**config.mk**
```make
export PLATFORM = sky130hd
export DESIGN_NAME = sliding_window_channel_stats
export DESIGN_NICKNAME = d
export VERILOG_FILES = /design/src/rtl/swcs_pkg.sv /design/src/rtl/swcs_win.sv /design/src/rtl/swcs_div.sv /design/src/rtl/sliding_window_channel_stats.sv
export SDC_FILE = /design/constraint.sdc
export NUM_CORES = 2
export LEC_CHECK = 0
export BUFFER_PORTS_ARGS = -buffer_cell sky130_fd_sc_hd__buf_2
export CELL_PAD_IN_SITES_DETAIL_PLACEMENT = 0
export CELL_PAD_IN_SITES_GLOBAL_PLACEMENT = 1
export CORE_MARGIN = 2
export CORE_UTILIZATION = 30
export DETAILED_ROUTE_END_ITERATION = 10
export PLACE_DENSITY = 0.5
export SYNTH_ARGS = -nofsm -noshare
export SYNTH_HDL_FRONTEND = slang
export SYNTH_SLANG_ARGS = --single-unit
```
**constraint.sdc**
```tcl
create_clock -name clk -period 19.3 [get_ports clk]
set_input_delay 0.965 -clock clk [delete_from_list [all_inputs] [get_ports clk]]
set_output_delay 0.965 -clock clk [all_outputs]
set_load 0.01 [all_outputs]
```
**src/rtl/swcs_pkg.sv**
```systemverilog
`default_nettype none
// ---------------------------------------------------------------------------
// swcs_pkg
// Shared constants and types for the sliding window channel statistics block.
// ---------------------------------------------------------------------------
package swcs_pkg;

	localparam int unsigned WINDOW_DEFAULT = 10;
	localparam int unsigned NUM_CH         = 7;
	localparam int unsigned IN_W           = 16;
	localparam int unsigned VAL_W          = 17;
	localparam int unsigned NUM_ACCEL      = 3;
	localparam int unsigned CH_W           = 3;
	localparam int unsigned MEAN_W         = 25;
	localparam int unsigned QUO_W          = 24;
	localparam int unsigned FRAC_W         = 8;
	localparam int unsigned OUT_SUM_W      = 21;
	localparam int unsigned OUT_CNT_W      = 4;
	localparam int unsigned IN_TDATA_W     = NUM_CH * IN_W;
	localparam int unsigned OUT_TDATA_W    = 88;

	typedef enum logic [1:0] {
		ST_IDLE,
		ST_WALK,
		ST_DIV,
		ST_EMIT
	} state_t;

endpackage : swcs_pkg
`default_nettype wire

```
**src/rtl/swcs_win.sv**
```systemverilog
`default_nettype none
// ---------------------------------------------------------------------------
// swcs_win
// Circular sample memory with a walker that accumulates sum, maximum and
// minimum of all seven channels over the occupied slots.
// ---------------------------------------------------------------------------
module swcs_win #(
	parameter int unsigned WINDOW = swcs_pkg::WINDOW_DEFAULT,
	localparam int unsigned CntW = $clog2(WINDOW + 1),
	localparam int unsigned SumW = swcs_pkg::VAL_W + CntW
) (
	input  wire logic                                clk,
	input  wire logic                                arst_n,
	input  wire logic                                wr_en,
	input  wire logic [swcs_pkg::IN_TDATA_W-1:0]     wr_data,
	input  wire logic                                walk_start,
	output logic                                     walk_done,
	output logic [CntW-1:0]                          fill_cnt,
	output logic signed [SumW-1:0]                   sum   [swcs_pkg::NUM_CH],
	output logic signed [swcs_pkg::VAL_W-1:0]        max_v [swcs_pkg::NUM_CH],
	output logic signed [swcs_pkg::VAL_W-1:0]        min_v [swcs_pkg::NUM_CH]
);
	import swcs_pkg::*;

	localparam int unsigned AddrW = (WINDOW > 1) ? $clog2(WINDOW) : 1;

	logic [IN_TDATA_W-1:0] mem_q [WINDOW];
	logic [AddrW-1:0]      wr_slot_q;
	logic [CntW-1:0]       fill_q;
	logic [AddrW-1:0]      rd_idx_q;
	logic                  walking_q;
	logic [IN_TDATA_W-1:0] rd_data_s1;
	logic                  rd_vld_s1;
	logic                  rd_first_s1;
	logic                  rd_last_s1;
	logic                  done_q;
	logic                  rd_is_last;

	assign rd_is_last = (CntW'(rd_idx_q) == fill_q - CntW'(1));

	always_ff @(posedge clk) begin
		if (wr_en) begin
			mem_q[wr_slot_q] <= wr_data;
		end
		rd_data_s1 <= mem_q[rd_idx_q];
	end

	always_ff @(posedge clk or negedge arst_n) begin
		if (!arst_n) begin
			wr_slot_q   <= '0;
			fill_q      <= '0;
			rd_idx_q    <= '0;
			walking_q   <= 1'b0;
			rd_vld_s1   <= 1'b0;
			rd_first_s1 <= 1'b0;
			rd_last_s1  <= 1'b0;
			done_q      <= 1'b0;
		end else begin
			if (wr_en) begin
				wr_slot_q <= (wr_slot_q == AddrW'(WINDOW - 1)) ? '0 : wr_slot_q + AddrW'(1);
				if (fill_q != CntW'(WINDOW)) begin
					fill_q <= fill_q + CntW'(1);
				end
			end
			if (walk_start) begin
				walking_q <= 1'b1;
				rd_idx_q  <= '0;
			end else if (walking_q) begin
				rd_idx_q <= rd_idx_q + AddrW'(1);
				if (rd_is_last) begin
					walking_q <= 1'b0;
				end
			end
			rd_vld_s1   <= walking_q;
			rd_first_s1 <= walking_q && (rd_idx_q == '0);
			rd_last_s1  <= walking_q && rd_is_last;
			done_q      <= rd_vld_s1 && rd_last_s1;
		end
	end

	for (genvar c = 0; c < NUM_CH; c++) begin : g_lane
		logic signed [VAL_W-1:0] val;
		logic [IN_W-1:0]         raw;

		assign raw = rd_data_s1[c*IN_W +: IN_W];
		// Accelerometer axes are signed, colour levels are unsigned.
		assign val = (c < NUM_ACCEL) ? {raw[IN_W-1], raw} : {1'b0, raw};

		always_ff @(posedge clk) begin
			if (rd_vld_s1) begin
				if (rd_first_s1) begin
					sum[c]   <= SumW'(val);
					max_v[c] <= val;
					min_v[c] <= val;
				end else begin
					sum[c] <= sum[c] + SumW'(val);
					if (val > max_v[c]) begin
						max_v[c] <= val;
					end
					if (val < min_v[c]) begin
						min_v[c] <= val;
					end
				end
			end
		end
	end

	assign walk_done = done_q;
	assign fill_cnt  = fill_q;

endmodule : swcs_win
`default_nettype wire

```
**src/rtl/swcs_div.sv**
```systemverilog
`default_nettype none
// ---------------------------------------------------------------------------
// swcs_div
// Serial restoring divider: window sum times 256 over the sample count,
// one quotient bit per cycle, truncated toward zero.
// ---------------------------------------------------------------------------
module swcs_div #(
	parameter int unsigned WINDOW = swcs_pkg::WINDOW_DEFAULT,
	localparam int unsigned CntW = $clog2(WINDOW + 1),
	localparam int unsigned SumW = swcs_pkg::VAL_W + CntW
) (
	input  wire logic                                clk,
	input  wire logic                                arst_n,
	input  wire logic                                start,
	input  wire logic signed [SumW-1:0]              sum,
	input  wire logic [CntW-1:0]                     count,
	output logic                                     done,
	output logic signed [swcs_pkg::MEAN_W-1:0]       mean_q8
);
	import swcs_pkg::*;

	localparam int unsigned StepW = $clog2(QUO_W + 1);

	logic [SumW-1:0]  mag;
	logic [CntW-1:0]  rem_q;
	logic [QUO_W-1:0] quo_q;
	logic [CntW-1:0]  den_q;
	logic             neg_q;
	logic [StepW-1:0] step_q;
	logic             busy_q;
	logic             done_q;
	logic [CntW:0]    trial;
	logic             fits;

	assign mag   = sum[SumW-1] ? (~sum + 1'b1) : sum;
	assign trial = {rem_q, quo_q[QUO_W-1]};
	assign fits  = (trial >= {1'b0, den_q});

	// The quotient is known to stay below 2**24 (mean of 16-bit values times
	// 256), so the bits of the dividend above that form a remainder that is
	// already smaller than the divisor.
	always_ff @(posedge clk) begin
		if (start) begin
			rem_q <= mag[IN_W+CntW-1:IN_W];
			quo_q <= {mag[IN_W-1:0], {FRAC_W{1'b0}}};
			den_q <= count;
			neg_q <= sum[SumW-1];
		end else if (busy_q) begin
			rem_q <= fits ? CntW'(trial - {1'b0, den_q}) : trial[CntW-1:0];
			quo_q <= {quo_q[QUO_W-2:0], fits};
		end
	end

	always_ff @(posedge clk or negedge arst_n) begin
		if (!arst_n) begin
			busy_q <= 1'b0;
			step_q <= '0;
			done_q <= 1'b0;
		end else begin
			done_q <= 1'b0;
			if (start) begin
				busy_q <= 1'b1;
				step_q <= '0;
			end else if (busy_q) begin
				step_q <= step_q + StepW'(1);
				if (step_q == StepW'(QUO_W - 1)) begin
					busy_q <= 1'b0;
					done_q <= 1'b1;
				end
			end
		end
	end

	assign done    = done_q;
	assign mean_q8 = neg_q ? -$signed({1'b0, quo_q}) : $signed({1'b0, quo_q});

endmodule : swcs_div
`default_nettype wire

```
**src/rtl/sliding_window_channel_stats.sv**
```systemverilog
`default_nettype none
// ---------------------------------------------------------------------------
// sliding_window_channel_stats
// Sliding window sum, maximum, minimum and mean over seven sensor channels.
// ---------------------------------------------------------------------------
// Each item on the s_axis channel is one sensor sample: accelerometer X, Y
// and Z (signed) and the clear, red, green and blue colour levels (unsigned).
// The sample is written into a circular memory of WINDOW slots, replacing the
// oldest once the window is full. For every sample the block sends seven
// items on m_axis, one per channel in the order X, Y, Z, clear, red, green,
// blue, with tlast set on the blue item.
// Work per sample: the sample is written at acceptance, the walker then reads
// one memory slot per cycle and updates all seven channels at once, then
// seven serial dividers produce the means, and the seven items go out one per
// cycle while m_axis does not stall.
// s_axis_tready is high only while the block is idle; it goes high again as
// soon as the blue item sits in the output register, so a stalled receiver
// holds the block while any of the seven items is still to be loaded.
// Reset empties the window (fill count and write slot go to zero) and drops
// any item in flight; the memory itself is not cleared.
// ---------------------------------------------------------------------------
module sliding_window_channel_stats #(
	parameter int unsigned WINDOW = swcs_pkg::WINDOW_DEFAULT
) (
	input  wire logic                               clk,
	input  wire logic                               arst_n,
	input  wire logic                               s_axis_tvalid,
	output logic                                    s_axis_tready,
	// accel_x, accel_y, accel_z, clear_level, red_level, green_level,
	// blue_level, 16 bits each from bit 0 up
	input  wire logic [swcs_pkg::IN_TDATA_W-1:0]    s_axis_tdata,
	output logic                                    m_axis_tvalid,
	input  wire logic                               m_axis_tready,
	// channel[2:0], mean_q8[27:3], max_value[44:28], min_value[61:45],
	// window_sum[82:62], sample_count[86:83], zero pad[87]
	output logic [swcs_pkg::OUT_TDATA_W-1:0]        m_axis_tdata,
	// last_of_run: set on the blue result of each sample
	output logic                                    m_axis_tlast
);
	import swcs_pkg::*;

	localparam int unsigned CntW = $clog2(WINDOW + 1);
	localparam int unsigned SumW = VAL_W + CntW;

	state_t                  state_q;
	state_t                  state_d;
	logic [CH_W-1:0]         ch_q;
	logic [CH_W-1:0]         ch_d;
	logic                    accept;
	logic                    out_free;
	logic                    load;
	logic                    div_start;
	logic                    walk_done;
	logic [CntW-1:0]         fill_cnt;
	logic signed [SumW-1:0]  sum   [NUM_CH];
	logic signed [VAL_W-1:0] max_v [NUM_CH];
	logic signed [VAL_W-1:0] min_v [NUM_CH];
	logic signed [MEAN_W-1:0] mean [NUM_CH];
	logic [NUM_CH-1:0]       lane_done;
	logic                    div_done;
	logic [SumW+OUT_SUM_W-1:0] sum_ext;
	logic [CntW+OUT_CNT_W-1:0] cnt_ext;
	logic                    out_valid_q;
	logic [OUT_TDATA_W-1:0]  out_data_q;
	logic                    out_last_q;

	assign accept   = s_axis_tvalid && s_axis_tready;
	assign out_free = !out_valid_q || m_axis_tready;
	assign div_done = &lane_done;

	swcs_win #(
		.WINDOW(WINDOW)
	) u_win (
		.clk       (clk),
		.arst_n    (arst_n),
		.wr_en     (accept),
		.wr_data   (s_axis_tdata),
		.walk_start(accept),
		.walk_done (walk_done),
		.fill_cnt  (fill_cnt),
		.sum       (sum),
		.max_v     (max_v),
		.min_v     (min_v)
	);

	for (genvar c = 0; c < NUM_CH; c++) begin : g_div
		swcs_div #(
			.WINDOW(WINDOW)
		) u_div (
			.clk    (clk),
			.arst_n (arst_n),
			.start  (div_start),
			.sum    (sum[c]),
			.count  (fill_cnt),
			.done   (lane_done[c]),
			.mean_q8(mean[c])
		);
	end

	// Sequencer: idle, walk the window, divide, then hand out the seven items.
	always_comb begin
		state_d       = state_q;
		ch_d          = ch_q;
		s_axis_tready = 1'b0;
		div_start     = 1'b0;
		load          = 1'b0;
		unique case (state_q)
			ST_IDLE: begin
				s_axis_tready = 1'b1;
				if (s_axis_tvalid) begin
					state_d = ST_WALK;
				end
			end
			ST_WALK: begin
				if (walk_done) begin
					div_start = 1'b1;
					state_d   = ST_DIV;
				end
			end
			ST_DIV: begin
				if (div_done) begin
					ch_d    = '0;
					state_d = ST_EMIT;
				end
			end
			ST_EMIT: begin
				if (out_free) begin
					load = 1'b1;
					ch_d = ch_q + CH_W'(1);
					if (ch_q == CH_W'(NUM_CH - 1)) begin
						state_d = ST_IDLE;
					end
				end
			end
			default: begin
				state_d = ST_IDLE;
			end
		endcase
	end

	always_ff @(posedge clk or negedge arst_n) begin
		if (!arst_n) begin
			state_q <= ST_IDLE;
			ch_q    <= '0;
		end else begin
			state_q <= state_d;
			ch_q    <= ch_d;
		end
	end

	// Wide windows report the sum and count modulo their field widths.
	assign sum_ext = {{OUT_SUM_W{sum[ch_q][SumW-1]}}, sum[ch_q]};
	assign cnt_ext = {{OUT_CNT_W{1'b0}}, fill_cnt};

	// Output register: parts the receiver from the sequencer.
	always_ff @(posedge clk or negedge arst_n) begin
		if (!arst_n) begin
			out_valid_q <= 1'b0;
		end else if (load) begin
			out_valid_q <= 1'b1;
		end else if (m_axis_tready) begin
			out_valid_q <= 1'b0;
		end
	end

	always_ff @(posedge clk) begin
		if (load) begin
			out_data_q <= {1'b0, cnt_ext[OUT_CNT_W-1:0], sum_ext[OUT_SUM_W-1:0],
				min_v[ch_q], max_v[ch_q], mean[ch_q], ch_q};
			out_last_q <= (ch_q == CH_W'(NUM_CH - 1));
		end
	end

	assign m_axis_tvalid = out_valid_q;
	assign m_axis_tdata  = out_data_q;
	assign m_axis_tlast  = out_last_q;

endmodule : sliding_window_channel_stats
`default_nettype wire

```
# Yosys cells after proc, flatten, opt, wreduce, memory -nomap -nowiden
# Memory sizes are Yosys's and may differ from the RTL's. A register that Yosys moved wholly into a read port is not among the register bits.
# Cells that the tools add are included.
# totals
mem_count	1
reg_bits	744
inputBits	116
latch_bits	0
out_inout_bits	91
mem_bits_ro	0
mem_bits_rw	1120
# mem_list
name	depth	word_bits	rd	rd_clocked_by_memory_dff	write_ports	line_no	source
u_win.mem_q	10	112	1	1	1	swcs_win.sv:27	logic [IN_TDATA_W-1:0] mem_q [WINDOW];
# op_classes
n_div	0
n_bitwise	8
n_eq_ne	19
add_sub_neg	40
n_lt_le_gt_ge	22
mul	0
n_reduce_logical	50
muxes	176
shifts	0
# op_table
op	n
$mux 24	14
$mux 16	20
$mux 17	16
$mux 25	9
$neg 24->25	7
$add 20x1->20 const B	7
$mux 20	7
$not 20->20	7
$mux 21	5
$bmux 17 s3	2
$mux 4	24
$add 21x17->21	4
$bmux 25 s3	1
$mux 5	14
$gt 16x16->1	4
$lt 16x16->1	4
$add 21x16->21	3
$bmux 21 s3	1
$mux 1	54
$gt 16x17->1	3
$lt 16x17->1	3
$reduce_bool 2->1	24
$add 5x1->5 const B	7
$eq 5x5->1 const B	7
other kinds (28)	68

# Longest topological paths before layout
# logic_depth
depth_word	5
ltp_mapped	11
mapped_depth_nobuf	11

# By module
# From an unflattened synthesis, not the netlist that was laid out.
# hier_totals
cells_unflattened	6875
area_unflattened_um2	95922.0
# modules_own_cells
mod	n_inst	cells_each	area_each_um2
swcs_win	1	4348	69775.7
swcs_div	7	264	2663.8
sliding_window_channel_stats	1	679	7499.7

# Worst setup path after synthesis
# No wires, ideal clock.
# synth_timing
path_type	input port to flip-flop
from	input port s_axis_tvalid
to	memory u_win.mem_q[8][0] (netlist name) (enable)
slack_ps	6720
path_stages	2
t_arrival_ps	11722
cell_sequence	nand2_1 nor4_1
# synth_between
elab_chain_len	3
# synth_lines
item	line_no	source
from (decl)	sliding_window_channel_stats.sv:27	input wire logic s_axis_tvalid,
$logic_and 1x1->1	sliding_window_channel_stats.sv:67	assign accept = s_axis_tvalid && s_axis_tready;
$mux 1	swcs_win.sv:42	if (wr_en) begin
$mux 1 (implied by the code)	swcs_win.sv:43	mem_q[wr_slot_q] <= wr_data;
to (decl)	swcs_win.sv:27	
# No other way between the ends.

==> flow_summary.toml <==
[timing]
finalCritPeriodShare_pct = 24.0
drv_slew = 0
fmax_ghz = 0.216
skew_ps = 109
setup_violations = 0
period_needed_ps = 4620
fin_ws_ps = 14680
rsz0062_at_grt = "false"
timing_hold_violations_final = 0
timing.hold.ws_ps = 333
slew_headroom_pct = 20.1
tns_ps = 0
worst_pin_slew_ps = 1200

[logic_synthesis]
ys_ff_latch = 1970
synth_adder_area_share_pct = 5.66
synth_compound_area_share_pct = 9.03
yosys.area_share.simple_pct = 7.45
ys_seq_area_share_pct = 61.0
yosys_warnings = 0
synthXorXnorAreaFrac_pct = 4.13
synth_mux_area_share_pct = 10.1
synth_cell_types = 77
synth_top_family_by_area = "multiplexers"
synth_nets = 7369
syn_avg_cell_area_um2 = 13.7
yosysTopAreaCellShare_pct = 55.5
synth_edf_count = 1730
netlist_instances = 6838
synth_largest_area_cell = "edfxtp_1"
syn_area_um2 = 93600
async_reset_ff_share_pct = 3.65
synth.area.top_cells = "edfxtp_1, mux4_2, ha_1"
ys.flop_type = "edfxtp_1"

[pwr]
p_sw_mw = 7.96
p_comb_share_pct = 40.7
max-vdd-ir-drop_mv = 0.105
powerDensity_nw_per_um2 = 186
p_int_mw = 12.0
clock_power_share_pct = 22.4
seq_power_share_pct = 37.0
switching_share_pct = 39.8
p_leak_nw = 37.8

[drt]
avgViaCountPerCell = 4.99
via_count = 57100
drc = 0
totalWireLength_um = 289000
drt.antenna.violating_nets = 0
first_pass_iters = 5
drt-initial-drc-count = 4243
wl_per_cell_um = 25.3

[floorplan]
ios = 207
die_area_um2 = 317000
die_h_um = 563
fp-row-count = 205
initial_core_util_pct = 30.1
die_w_um = 563
coreArea_um2 = 311000

[layout]
layout_commonest_cell = "edfxtp_1"
syn2layout_area_growth_pct = 15.0
final_cell_mix = "edfxtp_1, o21ai_0, ha_1"
nets = 7621
layout-drive-gt1-share_pct = 14.9

[cts]
hold_buffers = 1
cts_setup_buffers = 0
cts_buffer_depth = 4
ctsResizeCount = 0
htree_levels = 4
cts_made_buffers = 227
clk_latency_ps = 930
cts_sinks = 1970
cts_tree = "done"
clk_pin_slew_worst_paths_ps = 60
cts_root_buf = "clkbuf_16"

[placed_design]
io_buffer_count = 205
routabilityCongestion = 0.849
dp.final_hpwl_um = 200000
pre_cts_ws_ps = 14470

[grt]
grtUsageMet3_pct = 2.65
antenna_found_initial = 53
grt_pass1_wl_um = 417000
grt_usage_pct = 18.0
grt_use_met1_pct = 24.6
gr-total-overflow = 0
grtUsageMet2_pct = 29.6
grt_pass1_vias = 57200
grt_max_degree = 127
top_usage_layer = "met2"

[hold_path]
hp-class = "in -> reg"
hold_start = "s_axis_tdata[25]"
min_path_cells = 1
min_to = "u_win.mem_q[9][25]"

[critical_path]
worstPathRequired_ps = 20070
cp_max_fo = 109
timing.rr.end = "u_win.rd_data_s1[15]"
r2r_slack_ps = 14680
crit_type = "reg -> reg"
startpoint_type = "register"
r2r_cells = 7
worstPathArrival_ps = 5390
worstSetupEndpointType = "register"
r2r-start = "u_win.rd_idx_q[0]"

[flow_run]
drv_cap = 0

[run_status]
run_status = "completed"
registers in the layout, summed over array words and instances (netlist names), 7 cells and up:
signal	cells
g_div.u_div.neg_q	7
g_div.u_div.done	7
u_win.sum	147
g_div.u_div.busy_q	7
u_win.rd_data_s1	112
u_win.mem_q	1120
g_div.u_div.quo_q	168
g_div.u_div.rem_q	28
m_axis_tdata	87
g_div.u_div.step_q	35
u_win.min_v	112
u_win.max_v	112
worst max-delay path, stage by stage, from the launching register on:
cell and delay (ps):
dfrtp_4 1010, buf_4 740, buf_4 700, buf_12 670, mux4_2 590, nor2b_1 150
a211oi_1 290, a21oi_1 70
cells by family (layout without fill, tap and decap cells):
family / after synthesis / in the layout
AOI/OAI and AO/OA: 1378 / 1378
xor gates and xnor gates: 441 / 441
adders and majority gates: 415 / 415
buffers and inverters: 639 / 1090
DFF: 1970 / 1970
muxes: 579 / 579
other: 1 / 14
and+or+nand+nor: 1415 / 1415
per-layer routing:
layer  vias to the layer above  share of wire (%)
met2                      1068                 47
met3                       399                4.2
li1                      26700                  -
met1                     28900                 46
met4                        50                2.9
met5                         -               0.11
power groups by stage:
stage	sequential [mW]	combinational, mW	clock (mW)
after floorplan	6.88	5.56	0
final	7.40	8.14	4.47
after global routing	7.54	9.04	4.76
after detailed placement	7.50	8.25	0
after global placement	7.49	8.20	0
after CTS	7.42	8.28	4.60
Yosys cell counts (63+ instances only):
| library cell | number |
|---|---|
| edfxtp_1 | 1730 |
| o21ai_0 | 482 |
| ha_1 | 401 |
| nand2_1 | 395 |
| inv_1 | 312 |
| nor2_1 | 310 |
| a21oi_1 | 304 |
| mux4_2 | 292 |
| xor2_1 | 273 |
| clkbuf_1 | 261 |
| mux2i_1 | 246 |
| a211oi_1 | 177 |
| nand3_1 | 175 |
| nor2b_1 | 172 |
| dfxtp_1 | 168 |
| xnor2_1 | 168 |
| o31ai_1 | 79 |
| a21o_1 | 78 |
| dfrtp_1 | 72 |
| buf_1 | 63 |
stage by stage:
step | util (%) | instances | area, um^2 | power (mW)
3_5_place_dp | 32.1 | 11000 | 99800 | 15.7
6_report | 34.6 | 11400 | 108000 | 20.0
2_1_floorplan | - | 6838 | 93600 | 12.4
4_1_cts | 34.6 | 11400 | 108000 | 20.3
5_1_grt | 34.6 | 11400 | 108000 | 21.3
3_3_place_gp | 32.1 | 11000 | 99800 | 15.7
final cells by class:
| cell class | instances | area [um^2] |
|---|---|---|
| antenna | 13 | 32.5 |
| clock buffer | 314 | 6360 |
| clock inverter | 114 | 1400 |
| fill | 30300 | 203000 |
| inverter | 313 | 1180 |
| multi-input combinational | 4229 | 34200 |
| sequential | 1970 | 57100 |
| tap | 4140 | 5180 |
| timing repair buffer | 349 | 2150 |
worst max path at each step:
stage,start,end
floorplan,s_axis_tvalid,u_win.mem_q[8][0]
global placement,u_win.rd_idx_q[0],u_win.rd_data_s1[13]
detailed placement,u_win.rd_idx_q[0],u_win.rd_data_s1[15]
CTS,u_win.rd_idx_q[0],u_win.rd_data_s1[15]
global route,u_win.rd_idx_q[0],u_win.rd_data_s1[17]
finish,u_win.rd_idx_q[0],u_win.rd_data_s1[15]
Power figures use the tool's default switching activity.
